`src/sv/bat_pkg.sv`:
```
`default_nettype none
// ----------------------------------------------------------------------------
// bat_pkg
// Shared widths, register indexes, request codes and reset values for the
// button auto-repeat timer.
// ----------------------------------------------------------------------------
package bat_pkg;

	localparam int BTN_W           = 4;
	localparam int TIME_W          = 16;
	localparam int CFG_IDX_W       = 1;
	localparam int NUM_BUTTONS_DEF = 16;

	localparam logic [TIME_W-1:0] INITIAL_DELAY_RST = 16'd500;
	localparam logic [TIME_W-1:0] REPEAT_DELAY_RST  = 16'd100;

	// configuration register indexes
	localparam logic [CFG_IDX_W-1:0] REG_INITIAL_DELAY = 1'd0;
	localparam logic [CFG_IDX_W-1:0] REG_REPEAT_DELAY  = 1'd1;

	// request codes
	localparam logic REQ_BUTTON = 1'b0;
	localparam logic REQ_TICK   = 1'b1;

endpackage
`default_nettype wire

```
`src/sv/button_autorepeat_timer.sv`:
```
`default_nettype none
// ----------------------------------------------------------------------------
// button_autorepeat_timer
// Typematic auto-repeat for a bank of buttons: per-button timers in a
// synchronous memory, press/release tracking and a tick-driven event walk.
// ----------------------------------------------------------------------------
//
//  channel  | handshake            | payload
//  ---------+----------------------+---------------------------------------------
//  in       | in_valid / in_ready  | req_type, button_index, button_down, elapsed_time
//  out      | out_valid / out_ready| event_button, event_pressed, last_of_run
//  cfg      | cfg_we (no wait)     | cfg_index, cfg_data
//
// A button request is handled in the idle state and gives no result.
// A tick request, once accepted in the idle state, walks every button through
// the timer memory read, evaluate, change event and repeat event states and
// then ends in a flush state.
// Each event is held in a one-entry pending stage until the next event or the
// end of the walk decides its last_of_run bit; a stalled output stalls the walk.
// Reset clears all flags, the pending stage and the output register; timer
// entries stay unwritten until the first press of their button.
// ----------------------------------------------------------------------------
module button_autorepeat_timer #(
	parameter int NUM_BUTTONS = bat_pkg::NUM_BUTTONS_DEF
) (
	input  wire logic                         clk,
	input  wire logic                         arst_n,

	input  wire logic                         in_valid,
	output logic                              in_ready,
	input  wire logic                         req_type,
	input  wire logic [bat_pkg::BTN_W-1:0]    button_index,
	input  wire logic                         button_down,
	input  wire logic [bat_pkg::TIME_W-1:0]   elapsed_time,

	output logic                              out_valid,
	input  wire logic                         out_ready,
	output logic [bat_pkg::BTN_W-1:0]         event_button,
	output logic                              event_pressed,
	output logic                              last_of_run,

	input  wire logic                         cfg_we,
	input  wire logic [bat_pkg::CFG_IDX_W-1:0] cfg_index,
	input  wire logic [bat_pkg::TIME_W-1:0]   cfg_data
);

	localparam int IdxW = (NUM_BUTTONS > 1) ? $clog2(NUM_BUTTONS) : 1;
	localparam logic [bat_pkg::BTN_W-1:0] LastBtn = bat_pkg::BTN_W'(NUM_BUTTONS - 1);

	typedef enum logic [2:0] {
		S_IDLE,
		S_READ,
		S_EVAL,
		S_CHG,
		S_REP,
		S_FLUSH
	} state_t;

	state_t                       state_q;
	logic [NUM_BUTTONS-1:0]       held_q;
	logic [NUM_BUTTONS-1:0]       changed_q;
	logic [bat_pkg::TIME_W-1:0]   initial_delay_q;
	logic [bat_pkg::TIME_W-1:0]   repeat_delay_q;
	logic [bat_pkg::TIME_W-1:0]   dt_q;
	logic [bat_pkg::BTN_W-1:0]    btn_q;
	logic                         chg_q;
	logic                         hold_q;
	logic                         rep_q;
	logic                         pend_valid_q;
	logic [bat_pkg::BTN_W-1:0]    pend_button_q;
	logic                         pend_pressed_q;
	logic                         out_valid_q;
	logic [bat_pkg::BTN_W-1:0]    out_button_q;
	logic                         out_pressed_q;
	logic                         out_last_q;

	// timer memory
	logic [bat_pkg::TIME_W-1:0]   timer_mem [NUM_BUTTONS];
	logic [bat_pkg::TIME_W-1:0]   mem_rdata_q;
	logic                         mem_we;
	logic [IdxW-1:0]              mem_waddr;
	logic [bat_pkg::TIME_W-1:0]   mem_wdata;

	logic                         in_acc;
	logic                         btn_in_range;
	logic [IdxW-1:0]              in_idx;
	logic [IdxW-1:0]              walk_idx;
	logic [bat_pkg::TIME_W:0]     diff;
	logic                         expire;
	logic                         push_ok;
	logic                         push_ev;
	logic                         ev_pressed;
	logic                         flush_ev;
	logic                         out_load;

	assign in_ready      = (state_q == S_IDLE);
	assign in_acc        = in_valid && in_ready;
	assign in_idx        = button_index[IdxW-1:0];
	assign walk_idx      = btn_q[IdxW-1:0];
	assign btn_in_range  = ({1'b0, button_index} < (bat_pkg::BTN_W + 1)'(NUM_BUTTONS));

	assign out_valid     = out_valid_q;
	assign event_button  = out_button_q;
	assign event_pressed = out_pressed_q;
	assign last_of_run   = out_last_q;

	always_comb begin
		// timer ran out when the 17-bit difference goes negative
		diff     = {1'b0, mem_rdata_q} - {1'b0, dt_q};
		expire   = diff[bat_pkg::TIME_W];
		push_ok  = !pend_valid_q || !out_valid_q || out_ready;
		push_ev  = ((state_q == S_CHG) && chg_q && push_ok) ||
		           ((state_q == S_REP) && rep_q && push_ok);
		ev_pressed = (state_q == S_CHG) ? hold_q : 1'b1;
		flush_ev = (state_q == S_FLUSH) && pend_valid_q && (!out_valid_q || out_ready);
		out_load = (push_ev && pend_valid_q) || flush_ev;

		mem_we    = 1'b0;
		mem_waddr = walk_idx;
		mem_wdata = diff[bat_pkg::TIME_W-1:0];
		if (in_acc && (req_type == bat_pkg::REQ_BUTTON) && btn_in_range &&
		    button_down && !held_q[in_idx]) begin
			mem_we    = 1'b1;
			mem_waddr = in_idx;
			mem_wdata = initial_delay_q;
		end else if ((state_q == S_EVAL) && held_q[walk_idx]) begin
			mem_we    = 1'b1;
			mem_wdata = expire ? repeat_delay_q : diff[bat_pkg::TIME_W-1:0];
		end
	end

	always_ff @(posedge clk) begin
		if (mem_we) begin
			timer_mem[mem_waddr] <= mem_wdata;
		end
		mem_rdata_q <= timer_mem[walk_idx];
	end

	always_ff @(posedge clk or negedge arst_n) begin
		if (!arst_n) begin
			state_q         <= S_IDLE;
			held_q          <= '0;
			changed_q       <= '0;
			initial_delay_q <= bat_pkg::INITIAL_DELAY_RST;
			repeat_delay_q  <= bat_pkg::REPEAT_DELAY_RST;
			dt_q            <= '0;
			btn_q           <= '0;
			chg_q           <= 1'b0;
			hold_q          <= 1'b0;
			rep_q           <= 1'b0;
			pend_valid_q    <= 1'b0;
			pend_button_q   <= '0;
			pend_pressed_q  <= 1'b0;
			out_valid_q     <= 1'b0;
			out_button_q    <= '0;
			out_pressed_q   <= 1'b0;
			out_last_q      <= 1'b0;
		end else begin
			if (cfg_we) begin
				case (cfg_index)
					bat_pkg::REG_INITIAL_DELAY: initial_delay_q <= cfg_data;
					bat_pkg::REG_REPEAT_DELAY:  repeat_delay_q  <= cfg_data;
					default: ;
				endcase
			end

			// output register: load from the pending stage, drop when taken
			if (out_load) begin
				out_valid_q   <= 1'b1;
				out_button_q  <= pend_button_q;
				out_pressed_q <= pend_pressed_q;
				out_last_q    <= flush_ev;
			end else if (out_ready) begin
				out_valid_q <= 1'b0;
			end

			if (push_ev) begin
				pend_valid_q   <= 1'b1;
				pend_button_q  <= btn_q;
				pend_pressed_q <= ev_pressed;
			end else if (flush_ev) begin
				pend_valid_q <= 1'b0;
			end

			case (state_q)
				S_IDLE: begin
					if (in_acc) begin
						if (req_type == bat_pkg::REQ_TICK) begin
							dt_q    <= elapsed_time;
							btn_q   <= '0;
							state_q <= S_READ;
						end else if (btn_in_range) begin
							if (button_down && !held_q[in_idx]) begin
								held_q[in_idx]    <= 1'b1;
								changed_q[in_idx] <= 1'b1;
							end else if (!button_down && held_q[in_idx]) begin
								held_q[in_idx]    <= 1'b0;
								changed_q[in_idx] <= 1'b1;
							end
						end
					end
				end
				S_READ: begin
					state_q <= S_EVAL;
				end
				S_EVAL: begin
					chg_q               <= changed_q[walk_idx];
					hold_q              <= held_q[walk_idx];
					rep_q               <= held_q[walk_idx] && expire;
					changed_q[walk_idx] <= 1'b0;
					state_q             <= S_CHG;
				end
				S_CHG: begin
					if (!chg_q || push_ok) begin
						state_q <= S_REP;
					end
				end
				S_REP: begin
					if (!rep_q || push_ok) begin
						if (btn_q == LastBtn) begin
							state_q <= S_FLUSH;
						end else begin
							btn_q   <= btn_q + 1'b1;
							state_q <= S_READ;
						end
					end
				end
				S_FLUSH: begin
					// hand the held-back event out as the last of the run
					if (!pend_valid_q || flush_ev) begin
						state_q <= S_IDLE;
					end
				end
				default: begin
					state_q <= S_IDLE;
				end
			endcase
		end
	end

`ifndef NO_ASSERTIONS
	a_idle_no_pending: assert property (@(posedge clk) disable iff (!arst_n)
		(state_q == S_IDLE) |-> !pend_valid_q)
		else $error("pending event left over outside a tick walk");

	a_push_has_room: assert property (@(posedge clk) disable iff (!arst_n)
		push_ev |-> (!pend_valid_q || !out_valid_q || out_ready))
		else $error("event pushed while pending stage and output are both full");

	a_tick_starts_walk: assert property (@(posedge clk) disable iff (!arst_n)
		(in_acc && (req_type == bat_pkg::REQ_TICK)) |=> (state_q == S_READ) && (btn_q == '0))
		else $error("tick request did not start the walk at the first button");

	a_flush_last: assert property (@(posedge clk) disable iff (!arst_n)
		flush_ev |=> out_valid_q && out_last_q && !pend_valid_q)
		else $error("end of walk did not present a last event");
`endif

endmodule
`default_nettype wire

```
`config.mk`:
```
export PLATFORM = sky130hd
export DESIGN_NAME = button_autorepeat_timer
export DESIGN_NICKNAME = d
export VERILOG_FILES = /design/src/sv/bat_pkg.sv /design/src/sv/button_autorepeat_timer.sv
export SDC_FILE = /design/constraint.sdc
export NUM_CORES = 1
export LEC_CHECK = 0
export ABC_AREA = 1
export BUFFER_PORTS_ARGS = -buffer_cell sky130_fd_sc_hd__clkbuf_2
export CAP_MARGIN = 25
export CORE_UTILIZATION = 60
export DETAILED_ROUTE_END_ITERATION = 8
export PLACE_DENSITY_LB_ADDON = 0.1
export SYNTH_ARGS = -nofsm -noshare
export SYNTH_HDL_FRONTEND = slang
export SYNTH_SLANG_ARGS = --single-unit
```
`constraint.sdc`:
```
create_clock -name clk -period 3.3 [get_ports clk]
set_input_delay 0.66 -clock clk [delete_from_list [all_inputs] [get_ports clk]]
set_output_delay 0.66 -clock clk [all_outputs]
set_load 0.01 [all_outputs]
```
---- Word-level counts from Yosys, hierarchy flattened ----
Memory sizes are Yosys's and may differ from the RTL's. A register that Yosys moved wholly into a read port is not among the register bits.
Index checks and enable logic that the tools add are counted.
Widths: inputs -> output; s select.
operators by class
  add/subtract/negate cells ............... 2
  magnitude comparators ................... 4
  eq/ne operators ......................... 14
  mux-type cells .......................... 42
  bitwise gates (word level) .............. 8
  reductions and logical operators ........ 44
operators with widths
  cell                number
  $mux 16             9
  $and 16x16->16      2
  $not 16->16         2
  $or 16x16->16       2
  $pmux 16 s2         1
  $mux 4              5
  $mux 3              6
  $pmux 3 s6          1
  $logic_and 1x1->1   17
  $sub 16x16->17      1
  $mux 1              14
  $bmux 1 s4          3
  $lt 4x5->1 const B  2
  $ne 2x1->1 const B  5
  $reduce_and 5->1    2
  $reduce_bool 2->1   5
  $demux 1 s4         2
  $ge 4x1->1 const B  2
  $logic_or 1x1->1    8
  $pmux 4 s2          1
  $reduce_and 4->1    2
  $eq 3x2->1 const B  2
  $eq 3x3->1 const B  2
  $logic_not 1->1     6
  9 further kinds     12
word-level totals
  bits in registers ....................... 103
  memory bits (writable) .................. 256
  output and inout bits ................... 8
  logic and storage cells ................. 132
  memories ................................ 1
memories
  memory     depth  width  read ports  clocked after memory_dff  write ports  line                           RTL
  timer_mem  16     16     1           1                         1            button_autorepeat_timer.sv:78  logic [bat_pkg::TIME_W-1:0] timer_mem [NUM_BUTTONS];

---- Longest topological paths before layout ----
  depth after elaboration ................. 10
  mapped depth ............................ 14
  gate-level depth less buffers ........... 14

---- Least setup slack after synthesis ----
No wires, ideal clock.
  path kind ............................... input to register
  from .................................... input port button_index[1] in the netlist's numbering
  to ...................................... memory timer_mem[10][0] in the netlist's numbering, enable pin
  library setup time ...................... 0.388 ns
  data arrival time ....................... 2.481 ns
  data required time ...................... 2.912 ns
  setup slack ............................. 0.431 ns
  stages on the path ...................... 12
  buffers on the path ..................... 2
  path through ............................ buf_2 -> inv_1 -> nand2_1 -> nand2_1 -> nand2_2 -> nand2_4 -> nor2_8 -> nand2_4 -> buf_6 -> o21ai_2 -> nand2_1 -> nor2_1
between the ends
  cells in the longest elaborated chain, start to end .. 7
  elaborated cells on any way between the ends .. 8
  those cells by class .................... 6 x mux; 2 x reduce/logical
ends and longest elaborated chain
  element                       line                            RTL
  start, declared               button_autorepeat_timer.sv:32   input wire logic [bat_pkg::BTN_W-1:0] button_index,
  $bmux 1 s4                    button_autorepeat_timer.sv:122  button_down && !held_q[in_idx]) begin
  $mux 1 (not written as such)  button_autorepeat_timer.sv:122
  $logic_not 1->1               button_autorepeat_timer.sv:122
  $logic_and 1x1->1             button_autorepeat_timer.sv:122
  $mux 1                        button_autorepeat_timer.sv:121  if (in_acc && (req_type == bat_pkg::REQ_BUTTON) && btn_in_range &&
  $mux 1                        button_autorepeat_timer.sv:133  if (mem_we) begin
  $mux 1 (not written as such)  button_autorepeat_timer.sv:134  timer_mem[mem_waddr] <= mem_wdata;
  end, declared                 button_autorepeat_timer.sv:78
Parallel ways exist; a longest one is shown, timed or not. The select of a mux whose other input is x is not followed.

==> flow_summary.json <==
{
  "cap_violations": 0,
  "ys_ff_latch": 375,
  "synth_top_cells_by_area": "edfxtp_1 47%, dfrtp_1 14%, nand2_1 7.3%",
  "die_area_um2": 28200,
  "yosysSeqAreaShare_pct": 64.2,
  "antenna_found_initial": 1,
  "syn_avg_cell_area_um2": 10.2,
  "firstDrtPassIters": 5,
  "rsz0062_at_grt": "no",
  "synth_flop_cell": "edfxtp_1",
  "outcome": "complete, no violations",
  "ff2ff_setup_slack_ps": 490,
  "fin_tns_setup_ps": 0,
  "cts.sinks": 375,
  "synth_edf_count": 256,
  "chipHeight_um": 168,
  "synth_top_area_cell": "edfxtp_1",
  "r2r-end": "mem_rdata_q[15]",
  "insertedDiodeCount": 0,
  "hold_path_class": "input pin to asynchronous set/reset pin",
  "crit_path_end_kind": "flip-flop",
  "p_total_mw": 19.4,
  "fillerInstances": 2031,
  "rows": 60,
  "synth_nets": 1689,
  "ant_nets": 0,
  "numPortBuffers": 51,
  "fin_crit_ps": 2810,
  "grt_pass1_vias": 11600,
  "final_nets": 1756,
  "stdcell_area_um2": 18600,
  "vias": 12300,
  "finalCritPeriodShare_pct": 85.1,
  "htree_levels": 2,
  "yosysMostFrequentCell": "nand2_1",
  "synth_top_area_share_pct": 46.6,
  "grt_first_pass_wirelength_um": 66000,
  "initial_core_util_pct": 61.2,
  "synth.cell_area_um2": 16500,
  "cp.arrival_ps": 3240,
  "place_hpwl_um": 27700,
  "clkLatencyLatePin_ps": 540,
  "crit_required_ps": 3730,
  "ys_warn_count": 0,
  "total_leakage_power_nw": 7.56,
  "grt-ovfl-total": 0,
  "cts_resized": 0,
  "fmax_mhz": 356,
  "worstPathMaxFanout": 71,
  "finalSetupViolCount": 0,
  "grt_max_degree": 92,
  "worst_pin_slew_ps": 916,
  "cts-hold-fix-buffers": 0,
  "path_clk_slew_ps": 60,
  "placed_area_um2": 17500,
  "die_w_um": 168,
  "globalplace.congestion": 0.948,
  "slew_headroom_pct": 38.9,
  "ys_types": 43,
  "drcViolationCount": 0,
  "hold_viol_final": 0,
  "startpoint_type": "flip-flop",
  "core_um2": 27000,
  "ir_drop_uv": 807,
  "cts-root-buf": "clkbuf_16",
  "criticalPathCategory": "flip-flop to flip-flop",
  "post_cts_buffers": 0,
  "drv_slew": 0,
  "grt_usage_pct": 30.9,
  "skew_ps": 20.4,
  "routed_via_density": 5.96,
  "r2r-start": "btn_q[0]",
  "syn_to_final_growth_pct": 12.9,
  "synthTopCellsByCount": "319 x nand2_1, 256 x edfxtp_1, 216 x nor2_1, 188 x o21ai_0, 124 x inv_1",
  "pin_count": 52,
  "finalWirelength_um": 42600,
  "cts_inserted_buffers": 39,
  "powerDensity_nw_per_um2": 1040,
  "clockBufferDepth": 3,
  "async_reset_ff_share_pct": 27.5,
  "netlist_instances": 1622,
  "drt-initial-drc-count": 1511,
  "routedWlPerCell_um": 20.7,
  "worstRegToRegCells": 6,
  "cts_tree": "built",
  "holdWs_ps": 206,
  "drive_above_1_share_pct": 12.9
}
[placed cells by master (no fill, tap or decap), drive strengths merged]
cell type / n
a21o: 1
dfrtp: 94
mux2: 5
dfxtp: 16
xnor2: 3
buf: 59
ha: 22
o211ai: 1
and2: 2
edfxtp: 256
clkinvlp: 1
or2: 2
xor2: 6
clkinv: 12
inv: 129
fa: 1
nand2: 327
nand3: 73
dfstp: 9
a32o: 15
o21bai: 2
nor3: 2
o21ai: 194
a22oi: 1
a21oi: 48
nand4: 23
o22ai: 68
nor2: 220
a31oi: 17
clkbuf: 107
[critical path: stages (launching register included)]
cell and delay [ps]:
dfrtp_4 540, buf_4 620, buf_4 650, o21ai_0 200, o22ai_1 310, nand2_1 110
nand4_1 200
[state kept, by name, summed over array words and instances, names as in the netlist, named ones only]
signal           cells
last_of_run          1
event_pressed        1
mem_rdata_q         16
pend_valid_q         1
out_valid            1
event_button         4
state_q              3
chg_q                1
changed_q           16
btn_q                4
rep_q                1
dt_q                16
repeat_delay_q      16
timer_mem          256
pend_button_q        4
initial_delay_q     16
hold_q               1
pend_pressed_q       1
[kinds of logic after synthesis]
kind of cell / Yosys count / share of synthesized area, %
adder cells (fa/ha/maj): 23 / 1.79
XOR/XNOR: 9 / 0.478
AND/OR/NAND/NOR: 649 / 16.2
buffers and inverters: 214 / 5.17
multiplexers: 5 / 0.341
flip-flops: 375 / 64.2
AO/OA/AOI/OAI: 347 / 11.8
[power by group]
part / internal (mW) / leakage (nW) / switching [mW]
clock network: 2.30 / 0.570 / 1.76
registers: 7.38 / 3.70 / 0.337
logic: 2.13 / 3.29 / 5.48
total: 11.8 / 7.56 / 7.57
[worst max-delay path by stage]
| stage | startpoint | endpoint | cells past startpoint |
|---|---|---|---|
| after detailed placement | button_index[0] | timer_mem[11][5] | 14 |
| after CTS | dt_q[0] | timer_mem[2][2] | 14 |
| final | btn_q[0] | mem_rdata_q[15] | 6 |
| after global placement | button_index[0] | timer_mem[4][8] | 14 |
| after floorplan | button_index[1] | timer_mem[10][0] | 12 |
| after global routing | dt_q[0] | timer_mem[2][2] | 14 |
[through the flow]
| stage | util (%) | worst slack (ps) | std cells |
|---|---|---|---|
| finish | 69.1 | 491 | 2057 |
| global route | 69.1 | 264 | 2057 |
| CTS | 69.1 | 541 | 2057 |
| detailed placement | 64.8 | 367 | 1989 |
| global placement | 64.8 | 395 | 1989 |
| floorplan | - | 431 | 1622 |
[cell type report]
class,count,area [um^2],area share (%)
timing repair buffer,109,831,4.46
tap,341,427,2.29
sequential,375,10600,56.9
clock inverter,11,76.3,0.410
inverter,131,494,2.65
clock buffer,57,1090,5.87
multi-input combinational,1033,5100,27.4
[per-layer routing]
| layer | up-vias | global-route usage (%) | wire [um] |
|---|---|---|---|
| met2 | 586 | 46.7 | 19000 |
| li1 | 5723 | - | - |
| met4 | 0 | 14.3 | 1820 |
| met3 | 88 | 5.22 | 3560 |
| met5 | - | 0 | 0 |
| met1 | 5873 | 44.2 | 18300 |
No activity file was read; power rests on OpenSTA's default activity.
